--- config.mk ---
export PLATFORM = sky130hd
export DESIGN_NAME = ccc_post
export DESIGN_NICKNAME = d
export VERILOG_FILES = /design/src/ccc_pkg.sv /design/src/ccc_post.sv
export SDC_FILE = /design/constraint.sdc
export NUM_CORES = 2
export LEC_CHECK = 0
export BUFFER_PORTS_ARGS = -buffer_cell sky130_fd_sc_hd__buf_2
export CAP_MARGIN = 0
export CORE_MARGIN = 2
export CORE_UTILIZATION = 50
export CTS_BUF_LIST = sky130_fd_sc_hd__clkbuf_8
export CTS_CLUSTER_DIAMETER = 30
export DETAILED_ROUTE_END_ITERATION = 7
export GPL_TIMING_DRIVEN = 1
export PLACE_DENSITY = 0.67
export SLEW_MARGIN = 0
export SYNTH_ARGS = -nofsm -noshare
export SYNTH_HDL_FRONTEND = slang
export SYNTH_SLANG_ARGS = --single-unit
--- constraint.sdc ---
create_clock -name clk -period 22.3 [get_ports clk]
set_input_delay 2.23 -clock clk [delete_from_list [all_inputs] [get_ports clk]]
set_output_delay 2.23 -clock clk [all_outputs]
set_load 0.02 [all_outputs]
--- src/ccc_pkg.sv ---
// Package for the circumcircle block: widths, saturation limits and payload types.
// Used by every other file of the block; depends on nothing.
package ccc_pkg;

	localparam int COORD_BITS = 10;
	localparam int FRAC_BITS  = 4;
	localparam int OUT_BITS   = 24;

	localparam int DIFF_W  = COORD_BITS + 1;
	localparam int SQR_W   = 2 * COORD_BITS;
	localparam int NORM_W  = 2 * COORD_BITS + 1;
	localparam int DPRD_W  = 2 * COORD_BITS + 2;
	localparam int NPRD_W  = NORM_W + 1 + DIFF_W;
	localparam int DET_W   = 2 * COORD_BITS + 3;
	localparam int NUM_W   = 3 * COORD_BITS + 4;
	localparam int DIVN_W  = NUM_W + FRAC_BITS + 1;
	localparam int DIVM_W  = DET_W;
	localparam int BASE_W  = COORD_BITS + FRAC_BITS;
	localparam int UX_W    = DIVN_W + 1;
	localparam int DX_W    = DIVN_W + 2;
	localparam int DIST_BITS = 25;
	localparam int SQ_W    = 2 * DIST_BITS + 1;
	localparam int ROOT_W  = (SQ_W + 1) / 2;
	localparam int RREM_W  = ROOT_W + 3;

	localparam logic signed [OUT_BITS-1:0] OUT_SMAX = {1'b0, {(OUT_BITS - 1){1'b1}}};
	localparam logic signed [OUT_BITS-1:0] OUT_SMIN = {1'b1, {(OUT_BITS - 1){1'b0}}};
	localparam logic [OUT_BITS-1:0] OUT_UMAX = {OUT_BITS{1'b1}};

	typedef logic [COORD_BITS-1:0] coord_t;

	typedef struct packed {
		logic              neg;
		logic              collinear;
		logic [BASE_W-1:0] base;
	} div_tag_t;

	typedef struct packed {
		logic signed [OUT_BITS-1:0] ox;
		logic signed [OUT_BITS-1:0] oy;
		logic                       collinear;
		logic                       ovf;
		logic                       far;
	} res_tag_t;

endpackage

--- src/ccc_post.sv ---
// Middle stages: signed, saturated center, offsets from the first point,
// their squares and the sum that feeds the square root. Depends on ccc_pkg.
module ccc_post (
	input  logic                        clk,
	input  logic                        arst_n,
	input  logic                        en,
	input  logic                        in_valid,
	input  logic [ccc_pkg::DIVN_W-1:0]  quo_x,
	input  logic [ccc_pkg::DIVN_W-1:0]  quo_y,
	input  ccc_pkg::div_tag_t           tag_x,
	input  ccc_pkg::div_tag_t           tag_y,
	output logic                        out_valid,
	output logic [ccc_pkg::SQ_W-1:0]    sum_sq,
	output ccc_pkg::res_tag_t           tag_out
);
	import ccc_pkg::*;

	logic v_s5, v_s6, v_s7;
	res_tag_t tag_s5, tag_s6;
	logic [DIST_BITS-1:0] mdx_s5, mdy_s5;
	logic [2*DIST_BITS-1:0] sqx_s6, sqy_s6;

	logic signed [UX_W-1:0] ux, uy;
	logic signed [DX_W-1:0] dx, dy;
	logic [DX_W-1:0] mdx, mdy;
	logic ovx, ovy;
	logic signed [OUT_BITS-1:0] ox, oy;

	always_ff @(posedge clk or negedge arst_n) begin
		if (!arst_n) begin
			v_s5 <= 1'b0;
			v_s6 <= 1'b0;
			v_s7 <= 1'b0;
		end else if (en) begin
			v_s5 <= in_valid;
			v_s6 <= v_s5;
			v_s7 <= v_s6;
		end
	end

	always_comb begin
		ux = tag_x.neg ? -$signed({1'b0, quo_x}) : $signed({1'b0, quo_x});
		uy = tag_y.neg ? -$signed({1'b0, quo_y}) : $signed({1'b0, quo_y});
		ovx = 1'b0;
		ovy = 1'b0;
		if (ux > UX_W'(OUT_SMAX)) begin
			ox = OUT_SMAX;
			ovx = 1'b1;
		end else if (ux < UX_W'(OUT_SMIN)) begin
			ox = OUT_SMIN;
			ovx = 1'b1;
		end else begin
			ox = OUT_BITS'(ux);
		end
		if (uy > UX_W'(OUT_SMAX)) begin
			oy = OUT_SMAX;
			ovy = 1'b1;
		end else if (uy < UX_W'(OUT_SMIN)) begin
			oy = OUT_SMIN;
			ovy = 1'b1;
		end else begin
			oy = OUT_BITS'(uy);
		end
		dx  = DX_W'($signed({1'b0, tag_x.base})) - DX_W'(ux);
		dy  = DX_W'($signed({1'b0, tag_y.base})) - DX_W'(uy);
		mdx = dx[DX_W-1] ? DX_W'(-dx) : DX_W'(dx);
		mdy = dy[DX_W-1] ? DX_W'(-dy) : DX_W'(dy);
	end

	always_ff @(posedge clk) begin
		if (en) begin
			tag_s5.ox        <= ox;
			tag_s5.oy        <= oy;
			tag_s5.collinear <= tag_x.collinear;
			tag_s5.ovf       <= ovx | ovy;
			tag_s5.far       <= (mdx[DX_W-1:DIST_BITS] != '0) ||
				(mdy[DX_W-1:DIST_BITS] != '0);
			mdx_s5 <= mdx[DIST_BITS-1:0];
			mdy_s5 <= mdy[DIST_BITS-1:0];

			tag_s6 <= tag_s5;
			sqx_s6 <= mdx_s5 * mdx_s5;
			sqy_s6 <= mdy_s5 * mdy_s5;

			tag_out <= tag_s6;
			sum_sq  <= {1'b0, sqx_s6} + {1'b0, sqy_s6};
		end
	end

	assign out_valid = v_s7;

endmodule

==> flow_summary.ini <==
[floorplanning]
rows = 122
core_area_um2 = 110000
die_h_um = 337
die_w_um = 337
dieArea_um2 = 114000
initial_core_util_pct = 50.3
pin_count = 217

[run]
max-cap-violations = 0

[clock_network]
tritoncts = yes
cts.repair.resized = 0
clk_path_buf_depth = 3
holdBufCountCts = 0
numCtsBuffers = 82
postCtsSetupBuffers = 0
clock_sinks = 355
cts_root_buf = clkbuf_8
clk_pin_slew_ps = 60
htreeDepth = 3
insertion_delay_ps = 730

[logic_synthesis]
yosysTopAreaCellShare_pct = 33.7
yosys.area.top_type = fa_1
ys_seq_area_share_pct = 19.2
ys_async_sr_fraction_pct = 0.845
synth-seq-cells = 355
syn_area_um2 = 55500
yosysWarnings = 0
ys_types = 98
ys_top_cells_by_area = fa_1 34%, edfxtp_1 19%, ha_1 10%
synthCells = 5684
synth_ff_type = edfxtp_1
syn_nets = 7183
synth-edff-count = 352
avgSynthCellArea_um2 = 9.77

[detailed_routing]
drtIter0Drc = 2368
via_per_inst = 5.33
remaining_drc_errors = 0
drtAntennaViolNets = 0
vias = 39630
wl_per_cell_um = 17.2
first_pass_iters = 6
wl_mm = 128

[place]
hpwl_mm = 101
place_inst = 7286
portBuffers = 215
pre_cts_ws_ps = 13320
finalWeightedCongestion = 0.889

[setup_path]
reg2reg_from = mdy_s5[11]
critical_path.max_fanout = 22
cp.arrival_ps = 9350
startpoint_type = flop
reg2regPathDepth = 27
critPathCaptureType = flop
r2r-end = sqy_s6[49]
critPathKind = flop to flop
reg2reg_slack_ps = 13400
required_ps = 22750

[sta]
clock_skew_ps = 82.9
slew_headroom_pct = 24.6
slew_violations = 0
fmax_mhz = 112
setup_viol = 0
min_period_over_period_pct = 39.9
worst_pin_slew_ps = 1130
period_minus_slack_ps = 8900
tns_ps = 0
layout_setup_ws_ps = 13400
rsz0062_at_grt = false
hold_violations = 0

[worst_hold_path]
min_from = tag_s5[38]
min_path_type = flop to flop
min_delay_path_depth = 0
whs_endpoint = tag_s6[38]

[cells_and_area]
nNetsFinal = 7381
layout_commonest_cell = inv_1
final_cell_mix = 1,361 x inv_1, 934 x fa_1, 451 x ha_1
fillCellCount = 10003
instances_no_fill = 7439
utilization_pct = 54.5
drive_above_1_share_pct = 8.05
syn2layout_area_growth_pct = 8.35

[status]
status = finished clean

[grt]
antenna_found_initial = 7
grt_max_degree = 102
grt_util_all_layers_pct = 23.4
grt_pass1_vias = 41996
grt_overflow = 0
grt_pass1_wl_mm = 213
## worst max path at each step
stage,depth (start not counted),startpoint,slack [ps],end
after floorplan,23,tag_y[15],13920,tag_s5[0]
after detailed placement,21,quo_y[0],13320,tag_s5[0]
after global placement,22,quo_x[0],13380,tag_s5[0]
final,27,mdy_s5[11],13400,sqy_s6[49]
after global routing,27,mdy_s5[11],12960,sqy_s6[49]
after CTS,27,mdy_s5[4],13490,sqy_s6[49]
## logic make-up after synthesis
kind of cell	after synthesis	share of synthesized area [%]
DFF	355	19.2
buffers and inverters	1514	10.2
xor gates and xnor gates	347	5.50
and+or+nand+nor	1370	12.6
AOI/OAI and AO/OA	695	8.29
adders and majority gates	1385	43.8
muxes	18	0.338
## cell type report
type	instances	area [um2]	share of cell area [%]
diodes	4	10.0	0.0166
clock buffers	82	1130	1.88
clock inverters	67	699	1.16
inverters	1353	5080	8.44
multi-input cells	3815	39200	65.2
flip-flops and latches	355	10600	17.7
well taps	1488	1860	3.09
repair buffers	275	1540	2.55
## through the flow
stage	hold slack (ps)	instance area, um2
2_1_floorplan	400	55500
3_3_place_gp	400	58300
3_5_place_dp	405	58300
4_1_cts	412	60200
5_1_grt	422	60200
6_report	409	60200
## critical path, cell delays in order, from the launching register on
cell and delay [ps]:
edfxtp_1 320, buf_4 350, inv_1 280, nor2_1 410, fa_1 530, fa_1 560, inv_1 60, fa_1 490
inv_1 50, fa_1 420, fa_1 500, fa_1 500, inv_1 60, fa_1 530, inv_1 50, ha_1 370
nand4_1 160, nor4b_1 350, a21oi_1 270, o311ai_0 690, nand3_1 310, a31oi_1 480, a21bo_2 230, nand3_1 80
o2bb2ai_1 170, o21ai_0 180, a21oi_1 100, xnor2_1 130
## flip-flops by register name, summed over array words and instances (netlist names)
| register | flops |
|---|---|
| sum_sq | 51 |
| tag_out | 51 |
| tag_s5 | 51 |
| tag_s6 | 51 |
| sqx_s6 | 49 |
| sqy_s6 | 49 |
| mdx_s5 | 25 |
| mdy_s5 | 25 |
| out_valid | 1 |
| v_s5 | 1 |
| v_s6 | 1 |
## synthesized netlist by cell type, drive strengths merged, types with 34 or more instances
library cell	instances
inv	1353
fa	934
ha	451
nand2	446
edfxtp	352
and2	267
nor2	207
xnor2	200
o21ai	170
a21oi	157
clkbuf	153
xor2	146
a21o	84
nor3	72
nand3	67
nand4	44
nor2b	43
o31ai	43
nor4	34
o21a	34
## layer usage
metal  global-route usage (%)  part of all wire [%]
met3                     3.03                   5.5
met5                        0                 0.033
met4                     5.99                   2.2
met2                     39.4                    49
met1                     32.1                    44
Power is not shown: default switching activity piles up to over one toggle a cycle in this logic, so the estimate is an artifact.
