## src/ccc_pkg.sv

```systemverilog
// Package for the circumcircle block: widths, saturation limits and payload types.
// Used by every other file of the block; depends on nothing.
package ccc_pkg;

	localparam int COORD_BITS = 10;
	localparam int FRAC_BITS  = 4;
	localparam int OUT_BITS   = 24;

	localparam int DIFF_W  = COORD_BITS + 1;
	localparam int SQR_W   = 2 * COORD_BITS;
	localparam int NORM_W  = 2 * COORD_BITS + 1;
	localparam int DPRD_W  = 2 * COORD_BITS + 2;
	localparam int NPRD_W  = NORM_W + 1 + DIFF_W;
	localparam int DET_W   = 2 * COORD_BITS + 3;
	localparam int NUM_W   = 3 * COORD_BITS + 4;
	localparam int DIVN_W  = NUM_W + FRAC_BITS + 1;
	localparam int DIVM_W  = DET_W;
	localparam int BASE_W  = COORD_BITS + FRAC_BITS;
	localparam int UX_W    = DIVN_W + 1;
	localparam int DX_W    = DIVN_W + 2;
	localparam int DIST_BITS = 25;
	localparam int SQ_W    = 2 * DIST_BITS + 1;
	localparam int ROOT_W  = (SQ_W + 1) / 2;
	localparam int RREM_W  = ROOT_W + 3;

	localparam logic signed [OUT_BITS-1:0] OUT_SMAX = {1'b0, {(OUT_BITS - 1){1'b1}}};
	localparam logic signed [OUT_BITS-1:0] OUT_SMIN = {1'b1, {(OUT_BITS - 1){1'b0}}};
	localparam logic [OUT_BITS-1:0] OUT_UMAX = {OUT_BITS{1'b1}};

	typedef logic [COORD_BITS-1:0] coord_t;

	typedef struct packed {
		logic              neg;
		logic              collinear;
		logic [BASE_W-1:0] base;
	} div_tag_t;

	typedef struct packed {
		logic signed [OUT_BITS-1:0] ox;
		logic signed [OUT_BITS-1:0] oy;
		logic                       collinear;
		logic                       ovf;
		logic                       far;
	} res_tag_t;

endpackage

```

## src/ccc_sqrt.sv

```systemverilog
// Pipelined digit-by-digit integer square root, one root bit per stage,
// giving the floor root and its remainder. Depends on ccc_pkg.
module ccc_sqrt (
	input  logic                        clk,
	input  logic                        arst_n,
	input  logic                        en,
	input  logic                        in_valid,
	input  logic [ccc_pkg::SQ_W-1:0]    rad,
	input  ccc_pkg::res_tag_t           tag,
	output logic                        out_valid,
	output logic [ccc_pkg::ROOT_W-1:0]  root,
	output logic [ccc_pkg::RREM_W-1:0]  rem,
	output ccc_pkg::res_tag_t           tag_out
);
	import ccc_pkg::*;

	localparam int NST = ROOT_W;
	localparam int RAD_W = 2 * ROOT_W;

	logic               vld_s  [NST];
	logic [RAD_W-1:0]   rad_s  [NST];
	logic [ROOT_W-1:0]  root_s [NST];
	logic [RREM_W-1:0]  rem_s  [NST];
	res_tag_t           tag_s  [NST];

	logic [RAD_W-1:0]   rad_n  [NST];
	logic [ROOT_W-1:0]  root_n [NST];
	logic [RREM_W-1:0]  rem_n  [NST];
	res_tag_t           tag_n  [NST];

	always_comb begin
		logic [RAD_W-1:0]  pa;
		logic [ROOT_W-1:0] pr;
		logic [RREM_W-1:0] pm, cur, trial;
		for (int k = 0; k < NST; k++) begin
			if (k == 0) begin
				pa = RAD_W'(rad);
				pr = '0;
				pm = '0;
				tag_n[k] = tag;
			end else begin
				pa = rad_s[k-1];
				pr = root_s[k-1];
				pm = rem_s[k-1];
				tag_n[k] = tag_s[k-1];
			end
			cur   = {pm[RREM_W-3:0], pa[RAD_W-1 -: 2]};
			trial = RREM_W'({pr, 2'b01});
			if (cur >= trial) begin
				rem_n[k]  = cur - trial;
				root_n[k] = {pr[ROOT_W-2:0], 1'b1};
			end else begin
				rem_n[k]  = cur;
				root_n[k] = {pr[ROOT_W-2:0], 1'b0};
			end
			rad_n[k] = pa << 2;
		end
	end

	always_ff @(posedge clk or negedge arst_n) begin
		if (!arst_n) begin
			for (int k = 0; k < NST; k++) vld_s[k] <= 1'b0;
		end else if (en) begin
			vld_s[0] <= in_valid;
			for (int k = 1; k < NST; k++) vld_s[k] <= vld_s[k-1];
		end
	end

	always_ff @(posedge clk) begin
		if (en) begin
			for (int k = 0; k < NST; k++) begin
				rad_s[k]  <= rad_n[k];
				root_s[k] <= root_n[k];
				rem_s[k]  <= rem_n[k];
				tag_s[k]  <= tag_n[k];
			end
		end
	end

	assign out_valid = vld_s[NST-1];
	assign root      = root_s[NST-1];
	assign rem       = rem_s[NST-1];
	assign tag_out   = tag_s[NST-1];

endmodule

```

## config.mk

```make
export PLATFORM = sky130hd
export DESIGN_NAME = ccc_sqrt
export DESIGN_NICKNAME = d
export VERILOG_FILES = /design/src/ccc_pkg.sv /design/src/ccc_sqrt.sv
export SDC_FILE = /design/constraint.sdc
export NUM_CORES = 2
export LEC_CHECK = 0
export BUFFER_PORTS_ARGS = -buffer_cell sky130_fd_sc_hd__buf_4
export CAP_MARGIN = 20
export CORE_MARGIN = 5
export CORE_UTILIZATION = 35
export CTS_CLUSTER_DIAMETER = 50
export DETAILED_ROUTE_END_ITERATION = 6
export HOLD_SLACK_MARGIN = 0.12
export PLACE_DENSITY = 0.6
export REMOVE_ABC_BUFFERS = 1
export SETUP_SLACK_MARGIN = 0.15
export SLEW_MARGIN = 20
export SYNTH_ARGS = -nofsm -noshare
export SYNTH_HDL_FRONTEND = slang
export SYNTH_MEMORY_MAX_BITS = 65536
export SYNTH_SLANG_ARGS = --single-unit
export TNS_END_PERCENT = 20
```

## constraint.sdc

```tcl
create_clock -name clk -period 3.35 [get_ports clk]
set_clock_uncertainty 0.05 [all_clocks]
set_input_delay 0.8375 -clock clk [delete_from_list [all_inputs] [get_ports clk]]
set_output_delay 0.8375 -clock clk [all_outputs]
set_load 0.01 [all_outputs]
```

==> summary.txt <==
Run status
  – Outcome: finished clean

Logic synthesis
  – Cell taking the most area after synthesis: edfxtp_1
  – Yosys top cell area share: 76.1%
  – Syn Area/Cell: 16.1 um2
  – Post-Synthesis Cell Area: 118000 um2
  – Synth Register Bits: 3014
  – Yosys warns: 0
  – Main flop type after synthesis: edfxtp_1
  – Count leader, synth: edfxtp_1
  – Synth unique cells: 94
  – Area contributors post-synth: edfxtp_1 76%, ha_1 4.0%, xnor2_1 2.1%, xor2_1 1.9%, inv_1 1.5%
  – Post-synth EDFFs: 2988
  – Post-synthesis sequential area ratio: 76.7%
  – Most instantiated cells after synthesis: 2988 x edfxtp_1, 464 x inv_1, 430 x nand2_1
  – Post-Syn Instances: 7313
  – Asr flop ratio synth: 0.863%

Global routing
  – GRT overflow: 0
  – GRT Total Usage: 11.1%
  – Number of global-route vias before repair: 62.5k
  – First-pass GRT wire length: 321 mm
  – Largest net degree at the start of global routing: 113
  – Antenna violations before repair: 1

Clock network
  – CTS tree: yes
  – CTS clock-pin slew for the worst setup and hold paths: 0.06 ns
  – Worst skew pair latency: 0.92 ns
  – H-tree levels: 5
  – CTS Buf Count: 373
  – Root Driver: clkbuf_16
  – CTS Buffer Depth: 4
  – Num Clock Sinks: 3014

Critical path
  – WP buf/inv: 0
  – Setup crit end kind: register
  – CP Max Fanout: 7
  – Most common cell on crit path: or3_1
  – Worst-path cell chain: or3_1 -> or3_4 -> nor4_4 -> o21ai_2 -> or3_1 -> a21oi_4 -> nor4b_1 -> a211o_1 -> or3_1
  – Critical Path AT: 3.76 ns
  – Critical Path Source: rem_s[1][21]
  – Max stage delay on crit path: 0.43 ns
  – Worst reg2reg startpoint: rem_s[1][21]
  – Delay-heaviest family, CP: simple AND/OR/NAND/NOR gates
  – Crit start category: register
  – WP data required: 3.88 ns
  – Critical path type: reg2reg
  – CP max stage cell: or3_1

Detailed routing
  – Vias per Instance: 4.63
  – WL met2: 102 mm
  – Vias: 60.5k
  – Post-DR wirelength/cell: 15.3 um
  – DRC violations left: 0
  – Drt total wl: 200 mm
  – Violation count after the first detailed-routing iteration: 3526
  – Max Used Layer: met4
  – Drt first pass iters: 5
  – WL met1: 80.2 mm
  – Met3 wire len: 8.10 mm
  – Final ANT Viol Nets: 0

Min path
  – Worst Hold Launch: tag_s[0][455]
  – Worst min-delay path category: reg2reg

Cells and area
  – Fillers: 29.6k
  – Fin nets: 8744
  – Area grow syn2layout: 21.1%
  – Share of cells above drive strength 1: 17.5%
  – Non-Filler Instances: 13.1k

Timing
  – Final setup fails: 0
  – Fmax achieved: 309 MHz
  – Period minus WS final: 3.23 ns
  – RSZ-0062 raised after global routing: true
  – Max Slew Vio Count: 0
  – Final Hold Fails: 0
  – Slew headroom: 45.1%
  – Period utilisation layout: 96.5%
  – Worst-Margin Slew: 0.824 ns
  – WHS: 0.339 ns

Pwr
  – Worst VDD drop: 473 uV
  – Static leakage: 52.3 nW
  – PwrDens: 705 nW/um2

Floorplan
  – Num ports: 213
  – CORE AREA: 336000 um2
  – Die area: 348000 um2
  – Die Y: 590 um
  – Site Rows: 213
  – Initial Utilization: 35.1%
  – Die width: 590 um

Job
  – Max_cap viols: 0

Place
  – GP Congestion: 0.870
  – IO buf count: 212
  – DP Wirelength: 132 mm
  – Placed cell count: 12.3k
[what timing repair did]
| item | in CTS | in global routing |
|---|---|---|
| buffers inserted | 10 | 33 |
| hold buffers | 104 | 0 |
| pin swaps | 22 | 75 |
| endpoints found under the setup margin | 235 | 426 |
| gates resized for setup | 54 | 241 |
| gates cloned | 1 | 2 |
| endpoints found under the hold margin | 129 | 0 |
[layout make-up]
class | count | area [um2] | area share [%]
clock buffer | 425 | 9580 | 6.71
clock inverter | 251 | 2620 | 1.83
antenna | 1 | 2.50 | 0.00175
timing repair buffer | 708 | 6390 | 4.47
inverter | 469 | 1760 | 1.23
sequential | 3014 | 90400 | 63.3
tap | 4515 | 5650 | 3.96
multi-input combinational | 3694 | 26400 | 18.5
[flip-flops by register name, summed over array words and instances (netlist names)]
register   count
out_valid      1
rad_s        650
rem_s        661
root_s       351
tag_s       1326
vld_s         25
[path summary, 6_finish.rpt]
check | to | slack, ns | depth (start not counted)
setup / recovery | rem_s[1][47] | 0.12 | 9
hold / removal | tag_s[0][506] | 0.34 | 0
setup reg to reg | rem_s[1][47] | 0.12 | 9
hold reg to reg | tag_s[0][506] | 0.34 | 0
max in group asynchronous | vld_s[2] | 2.62 | 2
min in group asynchronous | vld_s[24] | 0.38 | 2
[metrics by stage]
step	setup TNS, ns	setup WS, ns	total power, mW	util, %	cell area, um2
global placement	-0.797	-0.178	61.2	38.0	128000
floorplan	-102.84	-1.37	56.6	-	117000
finish	0	0.118	101	42.5	143000
global route	0	0.00400	106	42.5	143000
detailed placement	-2.61	-0.199	61.7	38.0	128000
CTS	0	0.0367	102	42.1	141000
[routing by layer]
layer | GRT usage, % | vias to the layer above
li1 | - | 29500
met1 | 12.8 | 29300
met2 | 19.8 | 1192
met3 | 1.97 | 548
met4 | 5.40 | 0
met5 | 0 | -
[cell families (layout without fill, tap and decap cells)]
family	Yosys count	in the layout	share of synthesized area (%)
other	1	2	0.00318
DFF	3014	3014	76.7
muxes	78	78	0.737
AOI/OAI and AO/OA	1155	1155	6.06
buffers and inverters	605	1853	2.05
xor gates and xnor gates	548	548	4.07
adders and majority gates	378	378	4.01
and+or+nand+nor	1534	1534	6.37
[cell usage in the layout, fill, tap and decap left out, types with 48 or more instances in the layout]
cell type      count
ha_1             354
nand2b_1          69
clkbuf_16        376
a21oi_1          327
nor4_1            54
a21o_1           126
inv_1            461
nor2_1           367
or3_1             55
dlygate4sd3_1    104
o21ai_0          286
clkbuf_1          48
o21a_1            75
xor2_1           261
clkinv_2          51
buf_4            538
nand3_1           86
nand4_1           57
edfxtp_1        2988
nor3_1           145
buf_12            57
xnor2_1          286
nand2_1          425
clkinv_1          56
mux2_2            67
[where the power goes]
group / leakage (nW) / total, mW / switching (mW) / internal, mW
logic: 17.2 / 13.7 / 7.42 / 6.23
clock network: 5.91 / 38.9 / 15.7 / 23.3
registers: 29.2 / 48.1 / 1.90 / 46.2
Power figures use the tool's default switching activity.
